`config.mk`:
```
export PLATFORM = sky130hd
export DESIGN_NAME = round_robin_voice_allocator_top
export DESIGN_NICKNAME = d
export VERILOG_FILES = /design/src/rtl/rrva_pkg.sv /design/src/rtl/rrva_track_table.sv /design/src/rtl/round_robin_voice_allocator_top.sv
export SDC_FILE = /design/constraint.sdc
export NUM_CORES = 1
export LEC_CHECK = 0
export BUFFER_PORTS_ARGS = -buffer_cell sky130_fd_sc_hd__buf_2
export CAP_MARGIN = 20
export CORE_UTILIZATION = 55
export CTS_CLUSTER_SIZE = 10
export DETAILED_ROUTE_END_ITERATION = 8
export PLACE_DENSITY = 0.72
export RECOVER_POWER = 25
export SLEW_MARGIN = 10
export SYNTH_ARGS = -nofsm -noshare
export SYNTH_HDL_FRONTEND = slang
export SYNTH_SLANG_ARGS = --single-unit
export TNS_END_PERCENT = 20
```
`constraint.sdc`:
```
create_clock -name clk -period 7 [get_ports clk]
set_clock_uncertainty 0.2 [all_clocks]
set_input_delay 0.35 -clock clk [delete_from_list [all_inputs] [get_ports clk]]
set_output_delay 0.35 -clock clk [all_outputs]
set_load 0.02 [all_outputs]
```
`src/rtl/rrva_pkg.sv`:
```
// ----------------------------------------------------------------------------
// rrva_pkg
// Shared constants for the round-robin voice allocator: note codes, field
// widths, event kinds, configuration register indexes and their reset values.
// ----------------------------------------------------------------------------
package rrva_pkg;

	// Field widths fixed by the event format.
	localparam int NOTE_W    = 7;
	localparam int TRK_OUT_W = 4;
	localparam int OCT_W     = 4;
	localparam int TIU_W     = 5;
	localparam int CFG_W     = 5;

	// Note codes.
	localparam logic [NOTE_W-1:0] FREE_NOTE = 7'd120;
	localparam logic [NOTE_W-1:0] TOP_NOTE  = 7'd119;

	// Event kinds carried in tuser.
	localparam logic OP_NOTE_ON  = 1'b0;
	localparam logic OP_NOTE_OFF = 1'b1;

	// Configuration register indexes.
	localparam logic REG_OCTAVE_SHIFT  = 1'b0;
	localparam logic REG_TRACKS_IN_USE = 1'b1;

	// Reset values of the configuration registers.
	localparam logic [OCT_W-1:0] OCTAVE_SHIFT_RST  = 4'd4;
	localparam logic [TIU_W-1:0] TRACKS_IN_USE_RST = 5'd16;

endpackage

```
`src/rtl/rrva_track_table.sv`:
```
// ----------------------------------------------------------------------------
// rrva_track_table
// Note held on each track. One read port and one write port; every entry
// resets to the free code.
// ----------------------------------------------------------------------------
module rrva_track_table
	import rrva_pkg::*;
#(
	parameter int TRACKS = 16,
	parameter int TW     = 4
) (
	input  logic              clk,
	input  logic              arst_n,
	input  logic [TW-1:0]     raddr,
	output logic [NOTE_W-1:0] rdata,
	input  logic              we,
	input  logic [TW-1:0]     waddr,
	input  logic [NOTE_W-1:0] wdata
);

	logic [NOTE_W-1:0] note_q [TRACKS];

	// Write port; reset marks every track free.
	always_ff @(posedge clk or negedge arst_n) begin
		if (!arst_n) begin
			for (int i = 0; i < TRACKS; i++) begin
				note_q[i] <= FREE_NOTE;
			end
		end else if (we) begin
			note_q[waddr] <= wdata;
		end
	end

	// Single read port.
	assign rdata = note_q[raddr];

endmodule

```
`src/rtl/round_robin_voice_allocator_top.sv`:
```
// ----------------------------------------------------------------------------
// round_robin_voice_allocator_top
// Turns note-on and note-off key words into per-track note words, with
// round-robin track allocation and voice stealing.
// ----------------------------------------------------------------------------
// Sequence: one input word is transposed, then a release scan runs; a note-on
// goes on to modulo steps giving (last track + 1) mod t, a free-track search
// and, when a note is stolen, a second release scan, then the write; each word
// ends in a flush. t is the active track count. The table is visited one track
// per cycle through its single read port, but the release scan holds while a
// matched word cannot enter the pending slot; input is not ready meanwhile.
// Reset: all tracks free, last track 0, octave shift 4, tracks in use 16.
module round_robin_voice_allocator_top
	import rrva_pkg::*;
#(
	parameter int TRACKS = 16
) (
	input  logic             clk,
	input  logic             arst_n,
	// Configuration write port.
	input  logic             cfg_we,
	input  logic             cfg_index,
	input  logic [CFG_W-1:0] cfg_wdata,
	// Input key words.
	input  logic             s_tvalid,
	output logic             s_tready,
	input  logic [7:0]       s_tdata,   // note [6:0], transpose [7]
	input  logic             s_tuser,   // op
	// Output note words.
	output logic             m_tvalid,
	input  logic             m_tready,
	output logic [15:0]      m_tdata,   // track [3:0], note_out [10:4], zero [15:11]
	output logic             m_tlast
);

	localparam int TW = (TRACKS > 1) ? $clog2(TRACKS) : 1;
	localparam int CW = $clog2(TRACKS + 1);

	// Sequencer states.
	localparam logic [2:0] S_IDLE  = 3'd0;
	localparam logic [2:0] S_XPOSE = 3'd1;
	localparam logic [2:0] S_REL   = 3'd2;
	localparam logic [2:0] S_MOD   = 3'd3;
	localparam logic [2:0] S_SRCH  = 3'd4;
	localparam logic [2:0] S_HELD  = 3'd5;
	localparam logic [2:0] S_WRITE = 3'd6;
	localparam logic [2:0] S_FLUSH = 3'd7;

	logic [2:0]           state_q;
	logic [OCT_W-1:0]     octave_q;
	logic [TIU_W-1:0]     tiu_q;
	logic                 op_q;
	logic                 xp_q;
	logic [NOTE_W-1:0]    note_in_q;
	logic [NOTE_W-1:0]    n_q;
	logic [NOTE_W-1:0]    rel_note_q;
	logic                 phase_q;
	logic [TW-1:0]        idx_q;
	logic [TW-1:0]        k_q;
	logic [CW-1:0]        c_q;
	logic [TW-1:0]        last_q;

	logic                 pend_valid_q;
	logic [TRK_OUT_W-1:0] pend_trk_q;
	logic [NOTE_W-1:0]    pend_note_q;
	logic                 out_valid_q;
	logic [TRK_OUT_W-1:0] out_trk_q;
	logic [NOTE_W-1:0]    out_note_q;
	logic                 out_last_q;

	logic [CW-1:0]        act;
	logic [8:0]           xsum;
	logic [NOTE_W-1:0]    xnote;
	logic [TW-1:0]        raddr;
	logic [NOTE_W-1:0]    rdata;
	logic                 tbl_we;
	logic [TW-1:0]        tbl_waddr;
	logic [NOTE_W-1:0]    tbl_wdata;
	logic                 match;
	logic                 rel_end;
	logic [CW-1:0]        c_next;
	logic                 out_free;
	logic                 emit_ok;
	logic                 emit_fire;
	logic [TRK_OUT_W-1:0] emit_trk;
	logic [NOTE_W-1:0]    emit_note;
	logic                 push;
	logic                 push_last;

	// Configuration registers.
	always_ff @(posedge clk or negedge arst_n) begin
		if (!arst_n) begin
			octave_q <= OCTAVE_SHIFT_RST;
			tiu_q    <= TRACKS_IN_USE_RST;
		end else if (cfg_we) begin
			case (cfg_index)
				REG_OCTAVE_SHIFT:  octave_q <= cfg_wdata[OCT_W-1:0];
				REG_TRACKS_IN_USE: tiu_q    <= cfg_wdata[TIU_W-1:0];
				default:           octave_q <= octave_q;
			endcase
		end
	end

	// Active track count, clamped to 1..TRACKS.
	always_comb begin
		if (tiu_q == '0) begin
			act = CW'(1);
		end else if (int'(tiu_q) > TRACKS) begin
			act = CW'(TRACKS);
		end else begin
			act = CW'(tiu_q);
		end
	end

	// Octave transposition: add octave * 12 (as 8x + 4x), clamp to the top note.
	always_comb begin
		xsum  = {2'b00, note_in_q} + {2'b00, octave_q, 3'b000} + {3'b000, octave_q, 2'b00};
		xnote = note_in_q;
		if (note_in_q < FREE_NOTE && xp_q) begin
			xnote = (xsum > {2'b00, TOP_NOTE}) ? TOP_NOTE : xsum[NOTE_W-1:0];
		end
	end

	rrva_track_table #(
		.TRACKS(TRACKS),
		.TW    (TW)
	) u_table (
		.clk   (clk),
		.arst_n(arst_n),
		.raddr (raddr),
		.rdata (rdata),
		.we    (tbl_we),
		.waddr (tbl_waddr),
		.wdata (tbl_wdata)
	);

	// Table address and shared compare results.
	assign raddr   = (state_q == S_REL) ? idx_q : c_q[TW-1:0];
	assign match   = (rdata == rel_note_q) && (rel_note_q != FREE_NOTE);
	assign rel_end = (CW'(idx_q) + CW'(1)) == act;
	assign c_next  = ((c_q + CW'(1)) == act) ? '0 : c_q + CW'(1);

	// A word may enter the pending slot when that slot is empty or can move on to the output.
	assign out_free = !out_valid_q || m_tready;
	assign emit_ok  = !pend_valid_q || out_free;

	// Word produced by the sequencer this cycle and the table write it implies.
	always_comb begin
		emit_fire = 1'b0;
		emit_trk  = TRK_OUT_W'(idx_q);
		emit_note = FREE_NOTE;
		tbl_we    = 1'b0;
		tbl_waddr = idx_q;
		tbl_wdata = FREE_NOTE;
		case (state_q)
			S_REL: begin
				if (match && emit_ok) begin
					emit_fire = 1'b1;
					tbl_we    = 1'b1;
				end
			end
			S_WRITE: begin
				emit_trk  = TRK_OUT_W'(c_q);
				emit_note = n_q;
				tbl_waddr = c_q[TW-1:0];
				tbl_wdata = n_q;
				if (emit_ok) begin
					emit_fire = 1'b1;
					tbl_we    = 1'b1;
				end
			end
			default: begin
				emit_fire = 1'b0;
			end
		endcase
	end

	// Pending word leaves for the output when displaced or at the final flush.
	assign push_last = (state_q == S_FLUSH) && pend_valid_q && out_free;
	assign push      = (emit_fire && pend_valid_q) || push_last;

	// Sequencer.
	always_ff @(posedge clk or negedge arst_n) begin
		if (!arst_n) begin
			state_q <= S_IDLE;
			last_q  <= '0;
		end else begin
			case (state_q)
				S_IDLE: begin
					if (s_tvalid) begin
						state_q <= S_XPOSE;
					end
				end
				S_XPOSE: begin
					state_q <= S_REL;
				end
				S_REL: begin
					if ((!match || emit_ok) && rel_end) begin
						if (phase_q) begin
							state_q <= S_WRITE;
						end else if (op_q == OP_NOTE_OFF) begin
							state_q <= S_FLUSH;
						end else begin
							state_q <= S_MOD;
						end
					end
				end
				S_MOD: begin
					if (c_q < act) begin
						state_q <= S_SRCH;
					end
				end
				S_SRCH: begin
					if (rdata == FREE_NOTE || (CW'(k_q) + CW'(1)) == act) begin
						state_q <= S_HELD;
					end
				end
				S_HELD: begin
					state_q <= (rdata < FREE_NOTE) ? S_REL : S_WRITE;
				end
				S_WRITE: begin
					if (emit_ok) begin
						last_q  <= c_q[TW-1:0];
						state_q <= S_FLUSH;
					end
				end
				S_FLUSH: begin
					if (!pend_valid_q || out_free) begin
						state_q <= S_IDLE;
					end
				end
				default: begin
					state_q <= S_IDLE;
				end
			endcase
		end
	end

	// Sequencer working registers.
	always_ff @(posedge clk) begin
		case (state_q)
			S_IDLE: begin
				if (s_tvalid) begin
					note_in_q <= s_tdata[NOTE_W-1:0];
					xp_q      <= s_tdata[7];
					op_q      <= s_tuser;
				end
			end
			S_XPOSE: begin
				n_q        <= xnote;
				rel_note_q <= xnote;
				phase_q    <= 1'b0;
				idx_q      <= '0;
				c_q        <= CW'(last_q) + CW'(1);
			end
			S_REL: begin
				if ((!match || emit_ok) && !rel_end) begin
					idx_q <= idx_q + TW'(1);
				end
			end
			S_MOD: begin
				// Repeated subtraction gives (last track + 1) mod t.
				if (c_q >= act) begin
					c_q <= c_q - act;
				end else begin
					k_q <= '0;
				end
			end
			S_SRCH: begin
				if (rdata != FREE_NOTE) begin
					c_q <= c_next;
					k_q <= k_q + TW'(1);
				end
			end
			S_HELD: begin
				rel_note_q <= rdata;
				phase_q    <= 1'b1;
				idx_q      <= '0;
			end
			default: begin
				phase_q <= phase_q;
			end
		endcase
	end

	// Pending slot: holds the newest word until it is known whether it is last.
	always_ff @(posedge clk or negedge arst_n) begin
		if (!arst_n) begin
			pend_valid_q <= 1'b0;
		end else if (emit_fire) begin
			pend_valid_q <= 1'b1;
		end else if (push_last) begin
			pend_valid_q <= 1'b0;
		end
	end

	always_ff @(posedge clk) begin
		if (emit_fire) begin
			pend_trk_q  <= emit_trk;
			pend_note_q <= emit_note;
		end
	end

	// Output register.
	always_ff @(posedge clk or negedge arst_n) begin
		if (!arst_n) begin
			out_valid_q <= 1'b0;
		end else begin
			out_valid_q <= (out_valid_q && !m_tready) || push;
		end
	end

	always_ff @(posedge clk) begin
		if (push) begin
			out_trk_q  <= pend_trk_q;
			out_note_q <= pend_note_q;
			out_last_q <= push_last;
		end
	end

	assign s_tready = (state_q == S_IDLE);
	assign m_tvalid = out_valid_q;
	assign m_tdata  = {5'b00000, out_note_q, out_trk_q};
	assign m_tlast  = out_last_q;

endmodule
```
==> results.toml, run 1 <==
[sta]
max_freq_mhz = 187
tightest_slew_ns = 3.59
rsz0062_at_grt = "false"
finalSetupViolCount = 0
hold_viol_final = 0
slew_headroom_pct = -139
tns_ns = 0
slew_violations = 64
timing.final.crit_share_pct = 76.4
period_needed_ns = 5.35

[setup_path]
critPathKind = "reg -> reg"
reg2reg_depth = 10
start_kind = "flip-flop"
cp.depth = 10
cp_slowest_cell = "edfxtp_1"
cp_max_fo = 20
worstPathRequired_ns = 6.86
crit_top_cell = "buf_4"
worstPathArrival_ns = 5.21
reg2reg_slack_ns = 1.65
path_delay_family = "compound AO/OA/AOI/OAI gates"
cp_num_buf_inv = 2
crit_chain = "buf_4, mux4_2, a211oi_1, o31ai_1, a211oi_2, o221ai_1, or4_4, or3_1, buf_4, a21oi_1"
critPathCaptureType = "flip-flop"
worst_path_largest_cell_delay_ns = 0.88

[drt]
via_per_inst = 6.49
drtPass1Iterations = 6
wl_microns = 28700
drt_iter0_drc = 848
ant_nets = 0
wl_per_cell_microns = 23.6
vias = 7901
drc_errors = 0

[pwr]
p_int_mw = 3.55
netSwitchingFraction_pct = 42.7
combPwrFrac_pct = 47.7
seq_power_share_pct = 35.8
switching_power_mw = 2.65
vdd_ir_drop_max_mv = 0.359
power.leakage_nw = 4.79
clkPwrFrac_pct = 16.5
powerDensity_nw_per_um2 = 539

[synth]
postSynthCellCount = 930
avgSynthCellArea_sq_um = 11.2
ys_types = 75
syn-cell-area_sq_um = 10400
synth_warnings = 0
ys_async_sr_fraction_pct = 68.4
synth-edff-count = 60
ys_ff_latch = 190
ys_seq_area_share_pct = 49.4
synthFlopType = "dfstp_2"

[clock_tree]
cts_hold_repair.buffers = 15
cts_setup_buffers = 0
insertion_delay_ns = 0.44
clock_tree.htree_level_count = 4
root_buffer = "clkbuf_16"
cts_buffers = 17
cts_buffer_depth = 2
cts_tree = "done"
ctsResizeCount = 0
cts.reportedPaths.clkPinSlew_ns = 0.07
cts_sinks = 190

[placed_design]
io_buffers = 33
dp_hpwl_microns = 20600
place_congestion = 0.965
place_area_sq_um = 10800

[global_routing]
antenna_found_initial = 0
gr-total-overflow = 0
grtUsageTotal_pct = 31.3
grt_max_degree = 69
grt_pass1_vias = 7872
grt_pass1_wl_microns = 45300

[worst_hold_path]
min_path_cells = 3
hold_class = "in -> reg"

[die]
die_w_microns = 140
die_y_microns = 140
rows = 49
ioPinCount = 39
start_util_pct = 56.9
core_area_sq_um = 18300
dieArea_sq_um = 19500

[cells_and_area]
drive_gt1_share_pct = 20.6
fin_nets = 1015
fin_area_sq_um = 11500
diodes = 0
area_growth_syn_to_layout_pct = 10.7

[flow_run]
cap_violations = 1

[run_status]
violations = "capacitance limit, slew limit"
status = "complete, but fails checks"
==> per-stage QoR <==
stage	util [%]	power [mW]	worst slack [ns]	hold slack, ns	std cells
finish	63.0	6.21	1.65	0.0611	1217
floorplan	-	4.26	2.66	-0.146	934
global route	63.0	6.55	1.34	0.0802	1217
detailed placement	58.9	5.12	1.71	0.208	1170
CTS	63.1	6.16	1.67	0.0420	1217
global placement	58.9	5.07	1.71	0.201	1170
==> routing by layer <==
metal | vias to the layer above | part of all wire [%] | track usage (%)
met5 | - | 0 | 0
met4 | 0 | 4.2 | 14.4
met3 | 84 | 6.7 | 5.85
met2 | 375 | 48 | 51.2
met1 | 3943 | 41 | 40.5
li1 | 3499 | - | -
==> logic make-up after synthesis <==
family | Yosys count | synth area share, %
buffers and inverters | 127 | 5.34
XOR/XNOR | 34 | 2.86
adder cells (fa/ha/maj) | 20 | 2.77
AND/OR/NAND/NOR | 228 | 9.93
other | 1 | 0.0361
AO/OA/AOI/OAI | 255 | 17.7
multiplexers | 75 | 12.0
flip-flops | 190 | 49.4
==> layout by cell type, fill, tap and decap left out, drive strengths merged, types with 8 or more instances in the layout <==
master / instances
dlygate4sd3: 15
nor3: 18
xnor2: 18
o21ai: 20
a22o: 12
buf: 38
clkbuf: 30
a2bb2oi: 29
nor2: 80
a21o: 16
inv: 84
dfstp: 66
o22ai: 15
a21oi: 68
mux4: 36
dfrtp: 64
edfxtp: 60
xor2: 16
o2bb2ai: 24
o31ai: 8
mux2i: 27
mux2: 12
nand2: 76
ha: 15
nand3: 17
==> Yosys cell counts (5+ instances only) <==
master / n / share of area [%]
a21oi_2: 5 / 0.42
and3_1: 5 / 0.30
a22oi_1: 6 / 0.43
o21ai_0: 19 / 0.91
fa_1: 5 / 0.96
mux4_2: 36 / 7.8
o22ai_1: 15 / 0.90
mux2_2: 10 / 1.1
ha_1: 15 / 1.8
buf_4: 9 / 0.65
a2bb2oi_1: 29 / 2.4
a21oi_1: 63 / 3.0
buf_2: 6 / 0.29
mux2i_1: 24 / 2.3
a21o_1: 16 / 1.2
inv_1: 78 / 2.8
o2bb2ai_1: 24 / 2.0
nor3_1: 18 / 0.87
dfrtp_1: 64 / 15
o211ai_1: 5 / 0.36
nand2_1: 76 / 2.7
edfxtp_1: 60 / 17
a221oi_1: 5 / 0.42
xor2_1: 16 / 1.3
clkbuf_1: 19 / 0.69
buf_6: 5 / 0.54
o31ai_1: 8 / 0.58
a211oi_1: 6 / 0.43
a31oi_1: 6 / 0.36
dfstp_2: 66 / 17
nor2_1: 80 / 2.9
xnor2_1: 18 / 1.5
nand3_1: 17 / 0.82
clkinv_1: 6 / 0.22
a22o_1: 12 / 1.0
==> path summary, 6_finish.rpt <==
path | to | startpoint
worst max register to register | pend_note_q[6] | idx_q[0]
worst min-delay path | m_tvalid | m_tready
worst max-delay path | pend_note_q[6] | idx_q[0]
max in group asynchronous | u_table.note_q[0] | arst_n
min in group asynchronous | u_table.note_q[92] | arst_n
worst min register to register | out_note_q[3] | pend_note_q[3]
==> state kept, by name, summed over array words and instances, names as in the netlist, 3 cells and up <==
| signal | cells |
|---|---|
| pend_trk_q | 4 |
| rel_note_q | 7 |
| n_q | 7 |
| c_q | 5 |
| state_q | 3 |
| u_table.note_q | 112 |
| last_q | 4 |
| note_in_q | 7 |
| pend_note_q | 7 |
| idx_q | 4 |
| k_q | 4 |
| tiu_q | 5 |
| out_note_q | 7 |
| octave_q | 4 |
| out_trk_q | 4 |
==> tightest hold or removal path, cell delays in order <==
cell and delay [ns]:
buf_2 0.07, inv_1 0.08, a21o_1 0.16
==> area by class of cell <==
| cell class | count | area [sq um] |
|---|---|---|
| fillers | 1479 | 6760 |
| flip-flops and latches | 190 | 5140 |
| multi-input cells | 617 | 4720 |
| repair buffers | 65 | 440 |
| clock buffers | 18 | 429 |
| inverters | 84 | 315 |
| well taps | 229 | 287 |
| clock inverters | 14 | 183 |
==> power groups by stage <==
stage | clock (mW) | combinational (mW) | sequential (mW)
floorplan | 0 | 2.28 | 1.98
global placement | 0 | 2.86 | 2.21
detailed placement | 0 | 2.90 | 2.21
CTS | 1.03 | 2.92 | 2.21
global route | 1.08 | 3.21 | 2.26
finish | 1.02 | 2.96 | 2.22
Power figures use the tool's default switching activity.
==> run 2, diff against run 1 <==
--- a/config.mk
+++ b/config.mk
@@ -5,6 +5,7 @@
 export SDC_FILE = /design/constraint.sdc
 export NUM_CORES = 1
 export LEC_CHECK = 0
+export ABC_AREA = 1
 export BUFFER_PORTS_ARGS = -buffer_cell sky130_fd_sc_hd__buf_2
 export CAP_MARGIN = 20
 export CORE_UTILIZATION = 55
==> constraint.sdc (replaced) <==
create_clock -name clk -period 5.6 [get_ports clk]
set_clock_uncertainty 0.2 [all_clocks]
set_input_delay 0.28 -clock clk [delete_from_list [all_inputs] [get_ports clk]]
set_output_delay 0.28 -clock clk [all_outputs]
set_load 0.02 [all_outputs]
==> run 2 against run 1 <==
Effect of this change:
- the run still ends with capacitance limit, slew limit left
- clock power grew 13%
- global-route usage shrank 3.3 points
- sequential power grew 5%
==> results.toml, run 2 <==
[run_status]
status = "complete, but fails checks"
violations = "capacitance limit, slew limit"

[cells_and_area]
seq_area_sq_um = 5140
area_growth_syn_to_layout_pct = 8.31
diodes = 0
nFillCells = 1592
mostFrequentLayoutCell = "nand2_1"
fin_area_sq_um = 11000
fin_nets = 1281
top_register = "u_table.note_q"
largest_reg_flops = 112
layoutNonFillerInstCount = 1483
final_cell_mix = "427 x nand2_1, 256 x nand3_1, 79 x inv_1"
multi_input_area_sq_um = 4240
drive_gt1_share_pct = 14.2

[setup_path]
cp.depth = 20
crit_chain = "inv_2, nand3_2, nand2_2, nand2_1, buf_4, nand2_1, nand3_1, nand3_1, nand3_1, nand2_1, nand2_1, nand2_1, nand2_1, nor2_2, nand3_2, nand2_4, buf_12, nand2_1, nand2_1, nand2_1"
worst_path_largest_cell_delay_ns = 0.48
path_delay_family = "simple AND/OR/NAND/NOR gates"
reg2reg_from = "state_q[2]"
crit_top_cell = "nand2_1"
worstPathArrival_ns = 4.45
reg2reg_to = "u_table.note_q[70]"
critPathCaptureType = "flip-flop"
start_kind = "flip-flop"
critPathKind = "reg -> reg"
reg2reg_slack_ns = 1.27
cp_slowest_cell = "nand2_2"
cp_max_fo = 139
worstPathRequired_ns = 5.73
cp_num_buf_inv = 3
reg2reg_depth = 20

[synth]
synth_most_common_cell = "nand2_1"
synth.top_cell.area_share_pct = 17.8
postSynthCellCount = 1211
ys_seq_area_share_pct = 50.8
synth-simple-area-share_pct = 33.5
synth_mux_area_share_pct = 0
ys_types = 43
synthFlopType = "dfstp_2"
synth_warnings = 0
ys_ff_latch = 190
ys_async_sr_fraction_pct = 68.4
synthAdderAreaFrac_pct = 2.84
synth_compound_area_share_pct = 3.62
synthTopCellsByArea = "edfxtp_1 18%, dfstp_2 17%, nand2_1 16%, dfrtp_1 16%, nand3_1 13%"
yosys.area.top_type = "edfxtp_1"
syn-cell-area_sq_um = 10100
ys_top_cells_by_count = "427 x nand2_1, 256 x nand3_1, 79 x inv_1"
synth_xor_area_share_pct = 1.73
avgSynthCellArea_sq_um = 8.36
synth-edff-count = 60
synth_top_family_by_area = "simple AND/OR/NAND/NOR gates"

[drt]
ant_nets = 0
wl_microns = 24800
vias = 8289
drtPass1Iterations = 6
wl_per_cell_microns = 16.7
drt_iter0_drc = 885
via_per_inst = 5.59
drc_errors = 0

[sta]
tns_ns = 0
rsz0062_at_grt = "false"
slew_headroom_pct = -40.6
period_needed_ns = 4.33
timing.final.crit_share_pct = 77.3
finalSetupViolCount = 0
max_freq_mhz = 231
hold_viol_final = 0
slew_violations = 35
tightest_slew_ns = 2.11

[global_routing]
grt_pass1_vias = 7763
grt_pass1_wl_microns = 40000
gr-total-overflow = 0
antenna_found_initial = 0
grt_max_degree = 140
grtUsageTotal_pct = 28.0

[clock_tree]
ctsResizeCount = 0
cts.reportedPaths.clkPinSlew_ns = 0.07
clock_tree.htree_level_count = 4
root_buffer = "clkbuf_16"
cts_sinks = 190
cts_buffers = 17
insertion_delay_ns = 0.44
cts_buffer_depth = 2
cts_tree = "done"
cts_hold_repair.buffers = 15
cts_setup_buffers = 0

[worst_hold_path]
holdPathEnd = "m_tvalid"
min_path_cells = 4
holdCritStartpoint = "m_tready"
hold_class = "in -> reg"

[die]
dieArea_sq_um = 18900
die_w_microns = 138
core_area_sq_um = 18000
start_util_pct = 56.2
rows = 49
ioPinCount = 39
die_y_microns = 138

[pwr]
seq_power_share_pct = 37.1
netSwitchingFraction_pct = 45.0
p_int_mw = 3.46
vdd_ir_drop_max_mv = 0.313
power.leakage_nw = 5.09
clkPwrFrac_pct = 18.4
switching_power_mw = 2.83
combPwrFrac_pct = 44.5
powerDensity_nw_per_um2 = 574

[placed_design]
place_congestion = 0.904
dp_hpwl_microns = 16300
io_buffers = 33
dp_cells = 1435
place_area_sq_um = 10200

[flow_run]
cap_violations = 1
==> run 2: cells by family after synthesis <==
group,Yosys count
and+or+nand+nor,784
DFF,190
buffers and inverters,135
AOI/OAI and AO/OA,61
xor gates and xnor gates,20
adders and majority gates,20
other,1
==> run 2: worst max-delay path by stage <==
stage | from | to
final | state_q[2] | u_table.note_q[70]
after global routing | state_q[0] | u_table.note_q[70]
after CTS | state_q[0] | u_table.note_q[70]
after detailed placement | state_q[0] | u_table.note_q[70]
after global placement | state_q[2] | u_table.note_q[50]
after floorplan | octave_q[2] | rel_note_q[0]
==> run 2: layout make-up <==
| cell class | count | area share, % |
|---|---|---|
| inverter | 83 | 2.84 |
| sequential | 190 | 46.9 |
| timing repair buffer | 59 | 3.92 |
| clock buffer | 17 | 3.88 |
| tap | 229 | 2.61 |
| multi-input combinational | 890 | 38.7 |
| clock inverter | 15 | 1.18 |
==> run 2: through the flow <==
| step | util (%) | total power, mW | hold WS (ns) | setup WS (ns) |
|---|---|---|---|---|
| after global placement | 56.8 | 5.07 | 0.202 | 1.53 |
| after detailed placement | 56.8 | 5.09 | 0.205 | 1.41 |
| after global routing | 60.8 | 6.73 | 0.0181 | 0.991 |
| after CTS | 60.7 | 6.26 | 0.0167 | 1.38 |
| final | 60.8 | 6.29 | 0.0129 | 1.27 |
| after floorplan | - | 4.46 | -0.216 | 2.28 |
==> run 2: worst register-to-register path: cells and delay by family (launching register included) <==
kind	cells	cell delay [ns]
and+or+nand+nor	17	2.71
DFF	1	0.46
buffers and inverters	3	0.85
==> run 2: power groups by stage <==
stage | Clock [mW] | Combinational [mW] | Sequential, mW
after floorplan | 0 | 2.19 | 2.27
after global placement | 0 | 2.73 | 2.34
after detailed placement | 0 | 2.75 | 2.34
after CTS | 1.17 | 2.77 | 2.33
after global routing | 1.22 | 3.13 | 2.38
final | 1.15 | 2.80 | 2.33
==> run 2: routing by layer <==
layer  vias to the layer above  part of all wire, %  track usage, %  wire length, microns
met2                       311                   47            44.8                 11600
met5                         -                    0               0                     0
met3                        54                  6.5            4.53                  1620
li1                       4021                    -               -                     -
met1                      3903                   44            38.1                 11000
met4                         0                  2.6            10.3                   644
